File: src/sv/kdlr_pkg.sv
package kdlr_pkg;

  localparam int KEY_W       = 4;
  localparam int TIME_W      = 32;
  localparam int PERIOD_W    = 16;
  localparam int EV_W        = 3;
  localparam int CFG_IDX_W   = 2;
  localparam int IN_FIELDS_W = KEY_W + TIME_W;
  localparam int IN_TDATA_W  = ((IN_FIELDS_W + 7) / 8) * 8;
  localparam int OUT_FIELDS_W = KEY_W + EV_W;
  localparam int OUT_TDATA_W = ((OUT_FIELDS_W + 7) / 8) * 8;

  localparam logic [PERIOD_W-1:0] DEBOUNCE_RST = PERIOD_W'(20);
  localparam logic [PERIOD_W-1:0] LONG_RST     = PERIOD_W'(1000);
  localparam logic [PERIOD_W-1:0] REPEAT_RST   = PERIOD_W'(200);

  typedef enum logic [CFG_IDX_W-1:0] {
    CFG_DEBOUNCE = 2'd0,
    CFG_LONG     = 2'd1,
    CFG_REPEAT   = 2'd2
  } cfg_idx_t;

  typedef enum logic [EV_W-1:0] {
    EV_NONE   = 3'd0,
    EV_IDLE   = 3'd1,
    EV_PRESS  = 3'd2,
    EV_LONG   = 3'd3,
    EV_REPEAT = 3'd4
  } event_t;

  typedef enum logic [2:0] {
    PH_WAIT     = 3'd0,
    PH_DEBOUNCE = 3'd1,
    PH_PRESS    = 3'd2,
    PH_HOLD     = 3'd3,
    PH_LONG     = 3'd4,
    PH_REPEAT   = 3'd5,
    PH_REP_SHOW = 3'd6
  } phase_t;

  typedef struct packed {
    logic [KEY_W-1:0]  key;
    logic [TIME_W-1:0] now;
  } poll_t;

  typedef struct packed {
    logic [PERIOD_W-1:0] debounce;
    logic [PERIOD_W-1:0] long_hold;
    logic [PERIOD_W-1:0] repeat_gap;
  } cfg_t;

endpackage

File: src/sv/kdlr_cfg.sv
module kdlr_cfg (
  input  logic                         clk,
  input  logic                         rst_n,
  input  logic                         cfg_valid,
  output logic                         cfg_ready,
  input  logic [kdlr_pkg::CFG_IDX_W-1:0] cfg_index,
  input  logic [kdlr_pkg::PERIOD_W-1:0]  cfg_data,
  output kdlr_pkg::cfg_t               cfg
);
  import kdlr_pkg::*;

  cfg_t cfg_r;
  cfg_t cfg_nxt;

  assign cfg_ready = 1'b1;
  assign cfg       = cfg_r;

  always_comb begin
    cfg_nxt = cfg_r;
    if (cfg_valid) begin
      unique case (cfg_idx_t'(cfg_index))
        CFG_DEBOUNCE: cfg_nxt.debounce   = cfg_data;
        CFG_LONG:     cfg_nxt.long_hold  = cfg_data;
        CFG_REPEAT:   cfg_nxt.repeat_gap = cfg_data;
        default:      cfg_nxt = cfg_r;
      endcase
    end
  end

  always_ff @(posedge clk) begin
    if (!rst_n) begin
      cfg_r.debounce   <= DEBOUNCE_RST;
      cfg_r.long_hold  <= LONG_RST;
      cfg_r.repeat_gap <= REPEAT_RST;
    end else begin
      cfg_r <= cfg_nxt;
    end
  end

endmodule

File: src/sv/kdlr_in_reg.sv
module kdlr_in_reg (
  input  logic                       clk,
  input  logic                       rst_n,
  input  logic                       in_valid,
  output logic                       in_ready,
  input  logic [kdlr_pkg::KEY_W-1:0]  in_key,
  input  logic [kdlr_pkg::TIME_W-1:0] in_now,
  output logic                       poll_valid,
  input  logic                       poll_take,
  output kdlr_pkg::poll_t            poll
);
  import kdlr_pkg::*;

  logic  valid_r;
  logic  valid_nxt;
  poll_t poll_r;

  assign in_ready   = !valid_r || poll_take;
  assign poll_valid = valid_r;
  assign poll       = poll_r;

  always_comb begin
    if (in_valid && in_ready) begin
      valid_nxt = 1'b1;
    end else if (poll_take) begin
      valid_nxt = 1'b0;
    end else begin
      valid_nxt = valid_r;
    end
  end

  always_ff @(posedge clk) begin
    if (!rst_n) begin
      valid_r <= 1'b0;
    end else begin
      valid_r <= valid_nxt;
    end
  end

  // payload, no reset
  always_ff @(posedge clk) begin
    if (in_valid && in_ready) begin
      poll_r.key <= in_key;
      poll_r.now <= in_now;
    end
  end

endmodule

File: src/sv/kdlr_fsm.sv
module kdlr_fsm (
  input  logic                      clk,
  input  logic                      rst_n,
  input  logic                      poll_valid,
  output logic                      poll_take,
  input  kdlr_pkg::poll_t           poll,
  input  kdlr_pkg::cfg_t            cfg,
  output logic                      res_valid,
  input  logic                      res_ready,
  output logic [kdlr_pkg::KEY_W-1:0] res_code,
  output logic [kdlr_pkg::EV_W-1:0]  res_event
);
  import kdlr_pkg::*;

  phase_t              phase_r, phase_nxt;
  logic [KEY_W-1:0]    latched_r, latched_nxt;
  logic [TIME_W-1:0]   start_r, start_nxt;
  logic [KEY_W-1:0]    code_r, code_nxt;
  event_t              event_r, event_nxt;
  logic                valid_r;
  logic                step;
  logic [TIME_W-1:0]   elapsed;
  logic [PERIOD_W-1:0] period;
  logic                time_up;
  logic                key_down;

  assign poll_take = !valid_r || res_ready;
  assign step      = poll_valid && poll_take;
  assign res_valid = valid_r;
  assign res_code  = code_r;
  assign res_event = event_r;
  assign key_down  = (poll.key != '0);

  // wrap-safe elapsed time against the period of the current phase
  assign elapsed = poll.now - start_r;

  always_comb begin
    unique case (phase_r)
      PH_DEBOUNCE: period = cfg.debounce;
      PH_HOLD:     period = cfg.long_hold;
      default:     period = cfg.repeat_gap;
    endcase
  end

  assign time_up = (elapsed >= {{(TIME_W-PERIOD_W){1'b0}}, period});

  // next phase
  always_comb begin
    unique case (phase_r)
      PH_WAIT:     phase_nxt = key_down ? PH_DEBOUNCE : PH_WAIT;
      PH_DEBOUNCE: begin
        if (!time_up) begin
          phase_nxt = PH_DEBOUNCE;
        end else begin
          phase_nxt = key_down ? PH_PRESS : PH_WAIT;
        end
      end
      PH_PRESS:    phase_nxt = PH_HOLD;
      PH_HOLD: begin
        if (poll.key != code_r) begin
          phase_nxt = PH_WAIT;
        end else begin
          phase_nxt = time_up ? PH_LONG : PH_HOLD;
        end
      end
      PH_LONG:     phase_nxt = PH_REPEAT;
      PH_REPEAT: begin
        if (!key_down) begin
          phase_nxt = PH_WAIT;
        end else begin
          phase_nxt = time_up ? PH_REP_SHOW : PH_REPEAT;
        end
      end
      PH_REP_SHOW: phase_nxt = PH_REPEAT;
      default:     phase_nxt = PH_WAIT;
    endcase
  end

  // result and timer updates
  always_comb begin
    latched_nxt = latched_r;
    start_nxt   = start_r;
    code_nxt    = code_r;
    event_nxt   = event_r;
    unique case (phase_r)
      PH_WAIT: begin
        if (key_down) begin
          start_nxt = poll.now;
        end
      end
      PH_DEBOUNCE: begin
        if (time_up) begin
          start_nxt = poll.now;
          if (key_down) begin
            latched_nxt = poll.key;
            code_nxt    = poll.key;
            event_nxt   = EV_PRESS;
          end else begin
            code_nxt  = '0;
            event_nxt = EV_NONE;
          end
        end
      end
      PH_PRESS, PH_LONG, PH_REP_SHOW: begin
        code_nxt  = latched_r;
        event_nxt = EV_IDLE;
      end
      PH_HOLD: begin
        if (poll.key != code_r) begin
          code_nxt  = '0;
          event_nxt = EV_NONE;
        end else if (time_up) begin
          start_nxt = poll.now;
          code_nxt  = latched_r;
          event_nxt = EV_LONG;
        end
      end
      PH_REPEAT: begin
        if (!key_down) begin
          code_nxt  = '0;
          event_nxt = EV_NONE;
        end else if (time_up) begin
          start_nxt = poll.now;
          code_nxt  = latched_r;
          event_nxt = EV_REPEAT;
        end
      end
      default: begin
        code_nxt  = '0;
        event_nxt = EV_NONE;
      end
    endcase
  end

  always_ff @(posedge clk) begin
    if (!rst_n) begin
      phase_r   <= PH_WAIT;
      latched_r <= '0;
      start_r   <= '0;
      code_r    <= '0;
      event_r   <= EV_NONE;
      valid_r   <= 1'b0;
    end else begin
      if (step) begin
        phase_r   <= phase_nxt;
        latched_r <= latched_nxt;
        start_r   <= start_nxt;
        code_r    <= code_nxt;
        event_r   <= event_nxt;
        valid_r   <= 1'b1;
      end else if (res_ready) begin
        valid_r   <= 1'b0;
      end
    end
  end

endmodule

File: src/sv/key_debounce_long_repeat_fsm.sv
// an input transfer is held in the input register, and its result is registered in the FSM result register
// throughput: one poll per cycle while out_tready is high, set by the single state update per poll
// a stalled result lets one more poll into the input register, then in_tready drops
// config writes are taken every cycle and apply from the next poll
// rst_n is synchronous: state, timer and outputs clear, periods reload 20/1000/200
module key_debounce_long_repeat_fsm (
  input  logic                              clk,
  input  logic                              rst_n,
  input  logic                              in_tvalid,
  output logic                              in_tready,
  input  logic [kdlr_pkg::IN_TDATA_W-1:0]   in_tdata,   // raw_key, now_ms, zero pad
  output logic                              out_tvalid,
  input  logic                              out_tready,
  output logic [kdlr_pkg::OUT_TDATA_W-1:0]  out_tdata,  // key_code, key_event, zero pad
  input  logic                              cfg_valid,
  output logic                              cfg_ready,
  input  logic [kdlr_pkg::CFG_IDX_W-1:0]    cfg_index,
  input  logic [kdlr_pkg::PERIOD_W-1:0]     cfg_data
);
  import kdlr_pkg::*;

  cfg_t             cfg;
  poll_t            poll;
  logic             poll_valid;
  logic             poll_take;
  logic [KEY_W-1:0] res_code;
  logic [EV_W-1:0]  res_event;

  kdlr_cfg u_cfg (
    .clk       (clk),
    .rst_n     (rst_n),
    .cfg_valid (cfg_valid),
    .cfg_ready (cfg_ready),
    .cfg_index (cfg_index),
    .cfg_data  (cfg_data),
    .cfg       (cfg)
  );

  kdlr_in_reg u_in_reg (
    .clk        (clk),
    .rst_n      (rst_n),
    .in_valid   (in_tvalid),
    .in_ready   (in_tready),
    .in_key     (in_tdata[KEY_W-1:0]),
    .in_now     (in_tdata[KEY_W +: TIME_W]),
    .poll_valid (poll_valid),
    .poll_take  (poll_take),
    .poll       (poll)
  );

  kdlr_fsm u_fsm (
    .clk        (clk),
    .rst_n      (rst_n),
    .poll_valid (poll_valid),
    .poll_take  (poll_take),
    .poll       (poll),
    .cfg        (cfg),
    .res_valid  (out_tvalid),
    .res_ready  (out_tready),
    .res_code   (res_code),
    .res_event  (res_event)
  );

  assign out_tdata = {{(OUT_TDATA_W-OUT_FIELDS_W){1'b0}}, res_event, res_code};

endmodule

File: config.mk
export PLATFORM = sky130hd
export DESIGN_NAME = key_debounce_long_repeat_fsm
export DESIGN_NICKNAME = d
export VERILOG_FILES = /design/src/sv/kdlr_pkg.sv /design/src/sv/kdlr_cfg.sv /design/src/sv/kdlr_in_reg.sv /design/src/sv/kdlr_fsm.sv /design/src/sv/key_debounce_long_repeat_fsm.sv
export SDC_FILE = /design/constraint.sdc
export NUM_CORES = 1
export LEC_CHECK = 0
export BUFFER_PORTS_ARGS = -buffer_cell sky130_fd_sc_hd__clkbuf_2
export CAP_MARGIN = 20
export CORE_ASPECT_RATIO = 1.5
export CORE_UTILIZATION = 40
export CTS_CLUSTER_DIAMETER = 30
export DETAILED_ROUTE_END_ITERATION = 10
export PLACE_DENSITY_LB_ADDON = 0.2
export SKIP_CTS_REPAIR_TIMING = 1
export SLEW_MARGIN = 20
export SYNTH_ARGS = -nofsm -noshare
export SYNTH_HDL_FRONTEND = slang
export SYNTH_SLANG_ARGS = --single-unit
File: constraint.sdc
create_clock -name clk -period 14.3 [get_ports clk]
set_clock_uncertainty 0.2 [all_clocks]
set_input_delay 1.43 -clock clk [delete_from_list [all_inputs] [get_ports clk]]
set_output_delay 1.43 -clock clk [all_outputs]
set_load 0.02 [all_outputs]
==> impl_summary.log <==
INFO  metric report.final.hold_viol_count = 0
INFO  metric clock_tree.htree_level_count = 4
INFO  metric detailed_routing_wirelength_on_met1 = 8115 um
INFO  metric relSlewSlack = 0.3593
INFO  metric tritoncts_clock_tree = yes
INFO  metric globalRouteOverflowTotal = 0
INFO  metric postSynthCellCount = 960
INFO  metric critical_path_peak_fanout = 17
INFO  metric routed_wire_length_per_instance = 15.48 um
INFO  metric power-per-cell-area = 117.5 nW/um^2
INFO  metric final_worst_path_period_share = 0.4050
INFO  metric clock.fmax = 172.7 MHz
INFO  metric wl_met3 = 628 um
INFO  metric dieArea = 20,340 um^2
INFO  metric layout-drive-gt1-share = 0.1206
INFO  metric drt_pass1_iterations = 5
INFO  metric drt_iter0_drc = 425
INFO  metric hold_path.class = flip-flop to flip-flop
INFO  metric seq_area_frac_synth = 0.3799
INFO  metric most_frequent_standard_cell_in_the_layout_excluding_fill_and_tap_cells = nand2_1
INFO  metric crit_required = about 14 ns
INFO  metric clock-sinks = about 130
INFO  metric worstPathArrival = between 5 and 6 ns
INFO  metric ff2ff_path_depth = 17
INFO  metric route.vias.total = slightly below 7,000
INFO  metric filler_cell_count = 1,994
INFO  metric met2WireLength = 10,340 um
INFO  metric yosysWarningCount = 0
INFO  metric grt_setup_unrepaired = no
INFO  metric antenna_violations_before_repair = 0
INFO  metric mappedNetlistArea = 7905 um^2
INFO  metric first_global_vias = 6,706
INFO  metric run_status = finished clean
INFO  metric detailedPlace.worstSlack = 8.581 ns
INFO  metric place.port_buffers = 67
INFO  metric vias_cell = 5.370
INFO  metric die_width = 116.8 um
INFO  metric clk_transition_reported_paths = 0.06 ns
INFO  metric max-clock-path-buffers = 2
INFO  metric core_area = 19,240 um^2
INFO  metric detailedPlacementHpwl = 14,070 um
INFO  metric root_buffer = clkbuf_16
INFO  metric mappedNetlistNets = 1,071
INFO  metric top_level_ports = 74
INFO  metric drc_errors = 0
INFO  metric gp_routability_congestion = 0.8758
INFO  metric maxSlewViolCount = 0
INFO  metric top_signal_layer_used = met4
INFO  metric hold_path_end = u_cfg.cfg[27]
INFO  metric postSynthAreaPerCell = slightly above 8 um^2
INFO  metric die_h = about 170 um
INFO  metric start_kind = flip-flop
INFO  metric timing.hold.worst_path_depth = 2
INFO  metric report.final.setup_viol = 0
INFO  metric mostFrequentLayoutCells = nand2_1, a21oi_1, dfxtp_1
INFO  metric synth_ff_type = dfxtp_1
INFO  metric wirelength = 19,630 um
INFO  metric grt_max_degree = 91
INFO  metric synth-edff-count = 36
INFO  metric post-route-worst-setup-slack = 8.508 ns
INFO  metric ir_worst_vdd = 0.00007553 V
INFO  metric initial_core_util = 0.4109
INFO  metric area_delta_synth_final = 14.13%
INFO  metric num_antenna_cells = 0
INFO  metric end_kind = flip-flop
INFO  metric post_synth_num_cell_types = 71
INFO  metric synth-async-reset-ratio = 0
INFO  metric worst-setup-path-type = flip-flop to flip-flop
INFO  metric critical_path.reg2reg.endpoint = u_fsm.start_r[11]
INFO  metric global_route_wire_length_before_repair = ~33,000 um
INFO  metric max-cap-violations = 0
INFO  metric finalCriticalPeriod = roughly 5.8 ns
INFO  metric cts_inserted_buffers = 17
INFO  metric finalNetCount = 1,110
INFO  metric reg2reg_from = u_in_reg.poll[7]
INFO  metric synth.ff_latch_count = around 130
INFO  metric leakage_power = roughly 0.0035 uW
INFO  metric clock_network_latency_to_the_later_pin_of_the_worst_skew_pair = 0.43 ns
INFO  metric num_rows = 62
INFO  metric min-delay-start = u_cfg.cfg[27]
INFO  metric worst_slew_pin_slew = 0.9611 ns
INFO  metric global_route_usage_over_all_layers = 0.2072
INFO  metric setup-tns-final = 0 ns
INFO  metric setup.reg_to_reg.worst_slack = 8.51 ns
INFO  metric ant_nets = 0
==> worst max-delay path: stages (launching register included) <==
cell       delay (ns)
edfxtp_1         0.40
ha_1             0.46
nand3_1          0.17
or4_1            0.53
a21oi_1          0.19
nor2_1           0.08
xnor2_1          0.28
ha_1             0.30
nor2b_1          0.13
o21ai_0          0.15
o2111ai_1        0.16
or4_1            0.54
nand4bb_1        0.18
nor4_1           0.44
and4_1           0.51
a31oi_4          0.38
buf_4            0.39
mux2i_1          0.16
==> routing by layer <==
metal  GRT usage  vias up
li1            -     3460
met1      0.2249     3185
met2      0.3757      127
met3     0.04184       37
met4     0.09705        0
met5           0        -
==> final cells by class <==
class,count,area (um^2),area share
tap,256,320.3,0.03550
sequential,132,3003,0.3328
inverter,44,165.2,0.01831
multi-input combinational,730,4528,0.5019
clock buffer,23,531.8,0.05894
clock inverter,9,86.33,0.009569
timing repair buffer,74,387.9,0.04299
==> logic make-up (layout without fill, tap and decap cells) <==
family,after synthesis,count (layout),synth area share
compound gates,230,230,0.1809
other cells,2,2,0.0009500
buf+inv,98,150,0.04938
mux,56,56,0.07107
xor+xnor,25,25,0.02770
flops,132,132,0.3799
fa+ha+maj,49,49,0.07819
simple gates,368,368,0.2119
==> worst max-delay path by stage <==
stage                           from                end  slack [ns]  cells after the start
floorplan           u_in_reg.poll[7]   u_fsm.phase_r[1]        9.12                     17
global placement    u_in_reg.poll[7]   u_fsm.start_r[0]        8.61                     17
detailed placement  u_in_reg.poll[7]  u_fsm.start_r[11]        8.58                     17
CTS                 u_in_reg.poll[7]  u_fsm.start_r[11]        8.55                     17
global route        u_in_reg.poll[7]  u_fsm.start_r[11]        8.19                     17
finish              u_in_reg.poll[7]  u_fsm.start_r[11]        8.51                     17
==> synth_stat cells, drive strengths merged (11+ instances only) <==
cell	n	area share
nand2	208	0.099
a21oi	106	0.069
dfxtp	96	0.24
mux2i	55	0.070
ha	47	0.074
nor2	45	0.021
clkbuf	44	0.021
inv	43	0.020
edfxtp	36	0.14
o21ai	31	0.020
nand3	26	0.016
xnor2	17	0.019
a31oi	12	0.0095
a21o	11	0.010
nand4	11	0.0087
==> per-stage QoR <==
stage	total power, uW	area (um^2)	hold WS, ns	utilization	std cells
finish	1061	9022	0.2544	0.4690	1268
detailed placement	621.7	8404	0.2476	0.4369	1236
floorplan	567.0	7905	0.2347	-	960
global placement	619.5	8404	0.2421	0.4369	1236
CTS	1072	9022	0.2556	0.4690	1268
global route	1115	9022	0.2720	0.4690	1268
==> state kept, by name, indices dropped and copies added (netlist names), 3 cells and up <==
register         cells
u_cfg.cfg           48
u_in_reg.poll       36
u_fsm.start_r       32
u_fsm.latched_r      4
u_fsm.res_code       4
u_fsm.phase_r        3
u_fsm.res_event      3
==> where the power goes <==
group	internal [uW]	total (uW)	switching, uW	leakage [uW]
clock	280	446	166	0.000309
sequential	402	413	10.8	0.00113
combinational	79.7	201	122	0.00202
No activity file was read; power rests on OpenSTA's default activity.
